--- src/design/rfo_pkg.sv ---
// ----------------------------------------------------------------------------
// rfo_pkg
// Shared types and constants for the ring FIFO with overwrite.
// ----------------------------------------------------------------------------
`default_nettype none

package rfo_pkg;

    localparam int DEPTH_DEFAULT         = 16;
    localparam int ELEMENT_WIDTH_DEFAULT = 32;

    // Fixed field widths
    localparam int CMD_W  = 3;
    localparam int DATA_W = 32;
    localparam int CAP_W  = 5;

    // Capacity after reset
    localparam int CAP_RESET = 16;

    // Packed beat widths, padded to whole bytes
    localparam int IN_W  = 40;
    localparam int OUT_W = 40;

    typedef enum logic [CMD_W-1:0] {
        CMD_WRITE     = 3'd0,
        CMD_OVERWRITE = 3'd1,
        CMD_READ      = 3'd2,
        CMD_PEEK      = 3'd3,
        CMD_CLEAR     = 3'd4,
        CMD_STATUS    = 3'd5
    } cmd_t;

    // Controller to datapath
    typedef struct packed {
        logic capture;   // input beat taken this cycle
        logic execute;   // apply the captured command
    } ctl_cmd_t;

    // Datapath to controller
    typedef struct packed {
        logic out_free;  // output register empty or being drained
    } dp_status_t;

endpackage

`default_nettype wire

--- src/design/rfo_ctrl.sv ---
// ----------------------------------------------------------------------------
// rfo_ctrl
// Sequencer: takes one command beat, executes it, then reopens the input.
// ----------------------------------------------------------------------------
`default_nettype none

module rfo_ctrl
(
    input  wire logic               clk,
    input  wire logic               rst_n,
    input  wire logic               s_tvalid,
    output logic                    s_tready,
    input  wire rfo_pkg::dp_status_t status,
    output rfo_pkg::ctl_cmd_t       cmd
);

    typedef enum logic [1:0] {
        ST_IDLE = 2'b01,
        ST_EXEC = 2'b10
    } state_t;

    state_t state_reg;
    state_t state_next;

    assign s_tready    = (state_reg == ST_IDLE) && status.out_free;
    assign cmd.capture = s_tvalid && s_tready;
    assign cmd.execute = (state_reg == ST_EXEC);

    always_comb
    begin
        case (state_reg)
            ST_IDLE: state_next = cmd.capture ? ST_EXEC : ST_IDLE;
            ST_EXEC: state_next = ST_IDLE;
            default: state_next = ST_IDLE;
        endcase
    end

    always_ff @(posedge clk or negedge rst_n)
    begin
        if (!rst_n)
            state_reg <= ST_IDLE;
        else
            state_reg <= state_next;
    end

endmodule

`default_nettype wire

--- src/design/rfo_datapath.sv ---
// ----------------------------------------------------------------------------
// rfo_datapath
// Slot memory, pointers, full flag, capacity register and result register.
// ----------------------------------------------------------------------------
`default_nettype none

module rfo_datapath
#(
    parameter int DEPTH         = rfo_pkg::DEPTH_DEFAULT,
    parameter int ELEMENT_WIDTH = rfo_pkg::ELEMENT_WIDTH_DEFAULT
)
(
    input  wire logic                         clk,
    input  wire logic                         rst_n,
    input  wire logic                         cfg_valid,
    input  wire logic [rfo_pkg::CAP_W-1:0]    cfg_data,
    input  wire logic [rfo_pkg::IN_W-1:0]     s_tdata,
    input  wire rfo_pkg::ctl_cmd_t            cmd,
    output rfo_pkg::dp_status_t               status,
    output logic                              m_tvalid,
    input  wire logic                         m_tready,
    output logic [rfo_pkg::OUT_W-1:0]         m_tdata
);

    localparam int PTR_W = $clog2(DEPTH);
    localparam int CW    = (PTR_W + 1 > rfo_pkg::CAP_W) ? PTR_W + 1 : rfo_pkg::CAP_W;
    localparam logic [rfo_pkg::CAP_W-1:0] CAP_RST =
        (DEPTH < rfo_pkg::CAP_RESET) ? rfo_pkg::CAP_W'(DEPTH)
                                     : rfo_pkg::CAP_W'(rfo_pkg::CAP_RESET);

    logic [ELEMENT_WIDTH-1:0]        mem [DEPTH];
    logic [ELEMENT_WIDTH-1:0]        mem_q_reg;

    logic [PTR_W-1:0]                wp_reg, wp_next;
    logic [PTR_W-1:0]                rp_reg, rp_next;
    logic                            full_reg, full_next;
    logic [rfo_pkg::CAP_W-1:0]       cap_reg, cap_next;

    rfo_pkg::cmd_t                   op_reg;
    logic [rfo_pkg::DATA_W-1:0]      wdata_reg;

    logic                            mvalid_reg, mvalid_next;
    logic [rfo_pkg::OUT_W-1:0]       mdata_reg;

    logic [PTR_W-1:0]                wp_inc, rp_inc, rp_adv;
    logic                            empty_now;
    logic                            mem_we;
    logic                            ok;
    logic [rfo_pkg::DATA_W-1:0]      rd;
    logic [CW-1:0]                   cnt;
    logic                            res_full, res_empty;

    // Pointer advance, wrapping at the capacity in use
    function automatic logic [PTR_W-1:0] nxt(input logic [PTR_W-1:0] p,
                                            input logic [rfo_pkg::CAP_W-1:0] c);
        logic [CW-1:0] n;
        n = CW'(p) + CW'(1);
        return (n >= CW'(c)) ? '0 : PTR_W'(n);
    endfunction

    assign wp_inc    = nxt(wp_reg, cap_reg);
    assign rp_inc    = nxt(rp_reg, cap_reg);
    assign rp_adv    = full_reg ? rp_inc : rp_reg;
    assign empty_now = !full_reg && (wp_reg == rp_reg);

    // Capacity clamped to 1..DEPTH on write
    always_comb
    begin
        if (cfg_data == '0)
            cap_next = rfo_pkg::CAP_W'(1);
        else if (CW'(cfg_data) > CW'(DEPTH))
            cap_next = rfo_pkg::CAP_W'(DEPTH);
        else
            cap_next = cfg_data;
    end

    // Command decode and next pointer state
    always_comb
    begin
        wp_next   = wp_reg;
        rp_next   = rp_reg;
        full_next = full_reg;
        mem_we    = 1'b0;
        ok        = 1'b0;
        rd        = '0;
        case (op_reg)
            rfo_pkg::CMD_WRITE:
            begin
                if (!full_reg)
                begin
                    mem_we    = 1'b1;
                    wp_next   = wp_inc;
                    full_next = (wp_inc == rp_reg);
                    ok        = 1'b1;
                end
            end
            rfo_pkg::CMD_OVERWRITE:
            begin
                mem_we    = 1'b1;
                wp_next   = wp_inc;
                rp_next   = rp_adv;
                full_next = (wp_inc == rp_adv);
                ok        = 1'b1;
            end
            rfo_pkg::CMD_READ:
            begin
                if (!empty_now)
                begin
                    rd        = rfo_pkg::DATA_W'(mem_q_reg);
                    rp_next   = rp_inc;
                    full_next = 1'b0;
                    ok        = 1'b1;
                end
            end
            rfo_pkg::CMD_PEEK:
            begin
                if (!empty_now)
                begin
                    rd = rfo_pkg::DATA_W'(mem_q_reg);
                    ok = 1'b1;
                end
            end
            rfo_pkg::CMD_CLEAR:
            begin
                wp_next   = '0;
                rp_next   = '0;
                full_next = 1'b0;
                ok        = 1'b1;
            end
            rfo_pkg::CMD_STATUS:
            begin
                ok = 1'b1;
            end
            default:
            begin
                ok = 1'b0;
            end
        endcase
    end

    // Fill state after the command
    always_comb
    begin
        if (full_next)
            cnt = CW'(cap_reg);
        else if (wp_next >= rp_next)
            cnt = CW'(wp_next) - CW'(rp_next);
        else
            cnt = CW'(cap_reg) - CW'(rp_next) + CW'(wp_next);
    end

    assign res_full  = (cnt == CW'(cap_reg));
    assign res_empty = !full_next && (wp_next == rp_next);

    // Output register
    always_comb
    begin
        mvalid_next = mvalid_reg;
        if (cmd.execute)
            mvalid_next = 1'b1;
        else if (m_tready)
            mvalid_next = 1'b0;
    end

    assign status.out_free = !mvalid_reg || m_tready;
    assign m_tvalid        = mvalid_reg;
    assign m_tdata         = mdata_reg;

    always_ff @(posedge clk or negedge rst_n)
    begin
        if (!rst_n)
        begin
            wp_reg     <= '0;
            rp_reg     <= '0;
            full_reg   <= 1'b0;
            cap_reg    <= CAP_RST;
            mvalid_reg <= 1'b0;
        end
        else
        begin
            mvalid_reg <= mvalid_next;
            if (cfg_valid)
            begin
                cap_reg  <= cap_next;
                wp_reg   <= '0;
                rp_reg   <= '0;
                full_reg <= 1'b0;
            end
            else if (cmd.execute)
            begin
                wp_reg   <= wp_next;
                rp_reg   <= rp_next;
                full_reg <= full_next;
            end
        end
    end

    // Payload registers, no reset
    always_ff @(posedge clk)
    begin
        if (cmd.capture)
        begin
            op_reg    <= rfo_pkg::cmd_t'(s_tdata[rfo_pkg::CMD_W-1:0]);
            wdata_reg <= s_tdata[rfo_pkg::CMD_W +: rfo_pkg::DATA_W];
        end
        if (cmd.execute)
            mdata_reg <= {res_empty, res_full, cnt[rfo_pkg::CAP_W-1:0], rd, ok};
    end

    // Slot memory: tail read on capture, head write on execute
    always_ff @(posedge clk)
    begin
        if (cmd.capture)
            mem_q_reg <= mem[rp_reg];
        if (cmd.execute && mem_we)
            mem[wp_reg] <= ELEMENT_WIDTH'(wdata_reg);
    end

endmodule

`default_nettype wire

--- src/design/ring_fifo_with_overwrite.sv ---
// ----------------------------------------------------------------------------
// ring_fifo_with_overwrite
// Circular FIFO with write-if-room, write-overwrite, read, peek, clear and
// status commands.
//
// Each input beat carries one command and yields exactly one result beat with
// ok, read_data, element_count, is_full and is_empty as they stand after the
// command. For each beat, the slot at the tail pointer is first read out of the
// synchronous slot memory; then the command is applied, the head slot is
// written and the result register is loaded. The next beat is taken once that
// beat has executed and the result register is free or is being drained, so
// a new beat is not taken while one is in flight. Writing the capacity
// register (values clamp to 1..DEPTH) also empties the FIFO; write it only
// while no beat is in flight. There is no clearing pass after reset.
// ----------------------------------------------------------------------------
`default_nettype none

module ring_fifo_with_overwrite
#(
    parameter int DEPTH         = rfo_pkg::DEPTH_DEFAULT,
    parameter int ELEMENT_WIDTH = rfo_pkg::ELEMENT_WIDTH_DEFAULT
)
(
    input  wire logic                       clk,
    input  wire logic                       rst_n,

    // Capacity register write
    input  wire logic                       cfg_valid,
    output logic                            cfg_ready,
    input  wire logic [rfo_pkg::CAP_W-1:0]  cfg_data,

    // Command beats
    input  wire logic                       s_tvalid,
    output logic                            s_tready,
    input  wire logic [rfo_pkg::IN_W-1:0]   s_tdata,  // command[2:0], write_data[34:3], pad

    // Result beats
    output logic                            m_tvalid,
    input  wire logic                       m_tready,
    output logic [rfo_pkg::OUT_W-1:0]       m_tdata   // ok[0], read_data[32:1],
                                                      // element_count[37:33],
                                                      // is_full[38], is_empty[39]
);

    rfo_pkg::ctl_cmd_t   cmd;
    rfo_pkg::dp_status_t status;

    // Register writes must land only while idle; user's duty, not enforced: the block always takes them
    assign cfg_ready = 1'b1;

    rfo_ctrl u_ctrl
    (
        .clk      (clk),
        .rst_n    (rst_n),
        .s_tvalid (s_tvalid),
        .s_tready (s_tready),
        .status   (status),
        .cmd      (cmd)
    );

    rfo_datapath
    #(
        .DEPTH         (DEPTH),
        .ELEMENT_WIDTH (ELEMENT_WIDTH)
    )
    u_datapath
    (
        .clk       (clk),
        .rst_n     (rst_n),
        .cfg_valid (cfg_valid && cfg_ready),
        .cfg_data  (cfg_data),
        .s_tdata   (s_tdata),
        .cmd       (cmd),
        .status    (status),
        .m_tvalid  (m_tvalid),
        .m_tready  (m_tready),
        .m_tdata   (m_tdata)
    );

    // One command in flight at a time
    a_one_in_flight: assert property (@(posedge clk) disable iff (!rst_n)
        (s_tvalid && s_tready) |=> !s_tready)
        else $error("input taken while a command is executing");

    // Every accepted beat has its result presented once the execute state has loaded the result register
    a_result_follows: assert property (@(posedge clk) disable iff (!rst_n)
        (s_tvalid && s_tready) |-> ##2 m_tvalid)
        else $error("result beat missing after accepted command");

    // Empty flag agrees with the count
    a_empty_count: assert property (@(posedge clk) disable iff (!rst_n)
        m_tvalid |-> (m_tdata[39] == (m_tdata[37:33] == 5'd0)))
        else $error("is_empty disagrees with element_count");

    // Never both full and empty (capacity is at least one)
    a_full_empty: assert property (@(posedge clk) disable iff (!rst_n)
        m_tvalid |-> !(m_tdata[38] && m_tdata[39]))
        else $error("is_full and is_empty both set");

endmodule

`default_nettype wire

--- config.mk ---
export PLATFORM = sky130hd
export DESIGN_NAME = ring_fifo_with_overwrite
export DESIGN_NICKNAME = d
export VERILOG_FILES = /design/src/design/rfo_pkg.sv /design/src/design/rfo_ctrl.sv /design/src/design/rfo_datapath.sv /design/src/design/ring_fifo_with_overwrite.sv
export SDC_FILE = /design/constraint.sdc
export NUM_CORES = 1
export LEC_CHECK = 0
export ABC_CLOCK_PERIOD_IN_PS = 4500
export CORE_MARGIN = 1.5
export CORE_UTILIZATION = 57
export DETAILED_ROUTE_END_ITERATION = 8
export DONT_BUFFER_PORTS = 1
export MAX_ROUTING_LAYER = met4
export PLACE_DENSITY = 0.86
export SLEW_MARGIN = 5
export SYNTH_ARGS = -nofsm -noshare
export SYNTH_HDL_FRONTEND = slang
export SYNTH_SLANG_ARGS = --single-unit
--- constraint.sdc ---
create_clock -name clk -period 4.5 [get_ports clk]
set_input_delay 0.45 -clock clk [delete_from_list [all_inputs] [get_ports clk]]
set_output_delay 0.45 -clock clk [all_outputs]
set_load 0.03 [all_outputs]
==> impl_metrics.tcl <==
set metrics [dict create \
    utilization 0.666 \
    yosysTopAreaCell "edfxtp_1" \
    vdd_drop_max_mv 0.348 \
    setup_viol 1 \
    largest_register_ffs 512 \
    grt.total_usage 0.271 \
    async_flop_share 0.0267 \
    fillCellCount 2807 \
    wl_met2_microns 30600 \
    die-area_sq_um 46000 \
    total_leakage_power_nw 9.40 \
    die_w_microns 214 \
    drc_errors 0 \
    ant_nets 0 \
    dieHeight_microns 214 \
    highest_layer "met4" \
    antenna_found_initial 0 \
    synth_area_leaders "edfxtp_1 (73%), mux4_2 (5.7%), mux2i_1 (5.1%)" \
    totalPowerFinal_mw 12.9 \
    fmax_mhz 219 \
    clk_pin_slew_worst_paths_ns 0.06 \
    p_sw_mw 3.08 \
    syn_nets 1485 \
    max_slew_margin 0.273 \
    wl_microns 60100 \
    placed_area_sq_um 26800 \
    maxSlewViolCount 0 \
    tightest_slew_ns 1.09 \
    wl_per_cell_microns 27.6 \
    clockBufferDepth 3 \
    clock_skew_ns 0.0527 \
    dp_cells 2020 \
    ys.flop_type "edfxtp_1" \
    boundaryPins 93 \
    start_util 0.577 \
    cp_slowest_cell "or4b_4" \
    p_int_mw 9.81 \
    io_buffers 0 \
    dr.pass1.iters 5 \
    wirelength_met1_microns 22200 \
    overflow 0 \
    numCtsBuffers 58 \
    worstSkewPairLatency_ns 0.66 \
    viasPerCell 6.50 \
    clock_sinks 636 \
    ys_seq_elements 636 \
    grt_pass1_wl_microns 89800 \
    syn_avg_cell_area_sq_um 18.1 \
    synth_cells 1408 \
    dr.first_iter.drc_count 1853 \
    wl_met3_microns 5130 \
    criticalPathCategory "flop to flop" \
    period_minus_slack_ns 4.57 \
    p_seq_frac 0.536 \
    netlist.area_leader.share 0.730 \
    power.share.clock 0.373 \
    synth_cell_types 77 \
    design_area_sq_um 29400 \
    power_density_nw_per_um2 439 \
    fin_ws_ns -0.0728 \
    period_share 1.02 \
    run_status "finished with violations" \
    drive_gt1_frac 0.216 \
    rsz0062_at_grt "yes" \
    arrival_ns 5.00 \
    area_growth_pct 15.3 \
    vias 14200 \
    crit_chain "ha_4 -> xor2_4 -> ha_4 -> buf_6 -> a21o_1 -> a31o_2 -> o21ai_2 -> and2_4 -> o22a_4 -> xnor2_2 -> ha_1 -> ha_1 -> a21o_1 -> a21oi_2 -> xor2_1 -> o211a_1 -> or4b_4 -> xnor2_4 -> o41ai_2" \
    pre_cts_slack_ns -0.262 \
    grt_pass1_vias 14600 \
    stdcell_count 2178 \
    fin_hold_ws_ns 0.0772 \
    core-area_sq_um 44100 \
    place_hpwl_microns 30900 \
    synth_edf_count 619 \
    hp-class "input pin to flop" \
    synth_seq_area_share 0.746 \
    cp_slowest_stage_delay_ns 0.58 \
    cap_violations 0 \
    syn_area_sq_um 25500 \
    tns_ns -0.0728 \
    p_comb_frac 0.090 \
    largest-register "u_datapath.mem" \
    worstPathMaxFanout 4 \
    gp_congestion 0.895 \
    cp.required_ns 4.93 \
    violations "setup timing" \
    cp-end-kind "flop" \
    cts.htree.levels 2 \
    cts_tree "yes" \
    switching_share 0.239 \
    final_nets 1615 \
    grt_max_degree 66 \
    cts_root_buf "clkbuf_16" \
    insertedDiodeCount 0 \
    rows 77 \
    ys_warn_count 0 \
    cp-start-kind "flop" \
    finalHoldViolations 0 \
]
[synth_stat cells, types with 3 or more instances]
master	n
a31oi_1	3
mux2i_1	130
ha_1	24
clkbuf_1	49
buf_2	3
o21ai_0	54
a21o_1	6
and2_1	38
buf_4	4
mux4_2	64
o21ai_1	3
nand2_1	60
nand2b_1	8
inv_1	29
dfrtp_1	15
nor3_1	11
fa_1	3
nor3b_1	4
nor2b_1	4
xor2_1	9
nor2_1	40
xnor2_1	9
and2_2	3
buf_1	14
edfxtp_1	619
and3_1	5
a21oi_1	19
a211oi_1	11
o211ai_1	3
a22oi_1	33
o22ai_1	3
o21a_1	3
nand4_1	4
a221oi_1	65
nand3_1	6
[power by group through the flow]
stage                     registers [mW]  logic (mW)  clock network [mW]
final                               6.92        1.16                4.81
after global routing                6.93        1.25                5.07
after floorplan                     6.97       0.664                   0
after detailed placement            7.03        1.00                   0
after global placement              7.02       0.971                   0
after CTS                           6.91        1.10                4.85
[cell type report]
cell class              instances  area [sq um]  share of cell area
clock buffers                  65          1500              0.0510
multi-input cells             670          6460               0.220
clock inverters                43           360              0.0123
well taps                     592           741              0.0252
repair buffers                141          1170              0.0399
inverters                      31           118             0.00400
flip-flops and latches        636         19000               0.648
[final timing paths]
path | cells after the start | slack [ns] | from | to
max | 19 | -0.07 | u_datapath.rp_reg[1] | u_datapath.m_tdata[38]
min | 2 | 0.08 | cfg_data[0] | u_datapath.cap_reg[0]
max reg2reg | 19 | -0.07 | u_datapath.rp_reg[1] | u_datapath.m_tdata[38]
min reg2reg | 1 | 0.51 | u_datapath.mem_q_reg[12] | u_datapath.m_tdata[13]
max in group asynchronous | 1 | 3.43 | rst_n | u_datapath.rp_reg[0]
min in group asynchronous | 1 | 0.41 | rst_n | u_datapath.wp_reg[0]
[layer usage]
| layer | global-route usage | up-vias |
|---|---|---|
| li1 | - | 5920 |
| met1 | 0.342 | 7172 |
| met2 | 0.448 | 913 |
| met3 | 0.0386 | 147 |
| met4 | 0.107 | 0 |
| met5 | - | - |
[cells by family after synthesis]
family / after synthesis / share of synthesized area
DFF: 636 / 0.746
AOI/OAI and AO/OA: 230 / 0.0677
muxes: 196 / 0.109
and+or+nand+nor: 196 / 0.0392
buffers and inverters: 102 / 0.0162
adders and majority gates: 27 / 0.0141
xor gates and xnor gates: 20 / 0.00747
other: 1 / 0.000147
[cells in the final DEF (no fill, tap or decap), drive strengths merged, types with 4 or more instances in the layout]
master and count:
a211oi 11, a21o 6, a21oi 20, a221oi 65
a22oi 33, a31oi 5, and2 41, and3 6
buf 99, clkbuf 65, clkinv 32, clkinvlp 6
dfrtp 15, dlygate4sd3 42, edfxtp 619, ha 24
inv 33, mux2i 130, mux4 64, nand2 60
nand2b 8, nand3 6, nand4 4, nor2 40
nor2b 4, nor3 11, nor3b 4, o211ai 5
o21ai 57, xnor2 11, xor2 9
[worst max-delay path: cells and delay by family (launching register included)]
kind	cells	cell delay (ns)
AO/OA/AOI/OAI	8	1.45
adder cells (fa/ha/maj)	4	1.04
AND/OR/NAND/NOR	2	0.76
flip-flops	1	0.51
XOR/XNOR	4	0.51
buffers and inverters	1	0.11
[repair_timing]
action | CTS | global route
pin swaps | 14 | 26
setup endpoints to repair | 2 | 5
setup buffers | 3 | 5
hold buffers | 42 | 0
gates resized for setup | 25 | 20
endpoints found under the hold margin | 68 | 0
(Power assumes the default switching activity.)
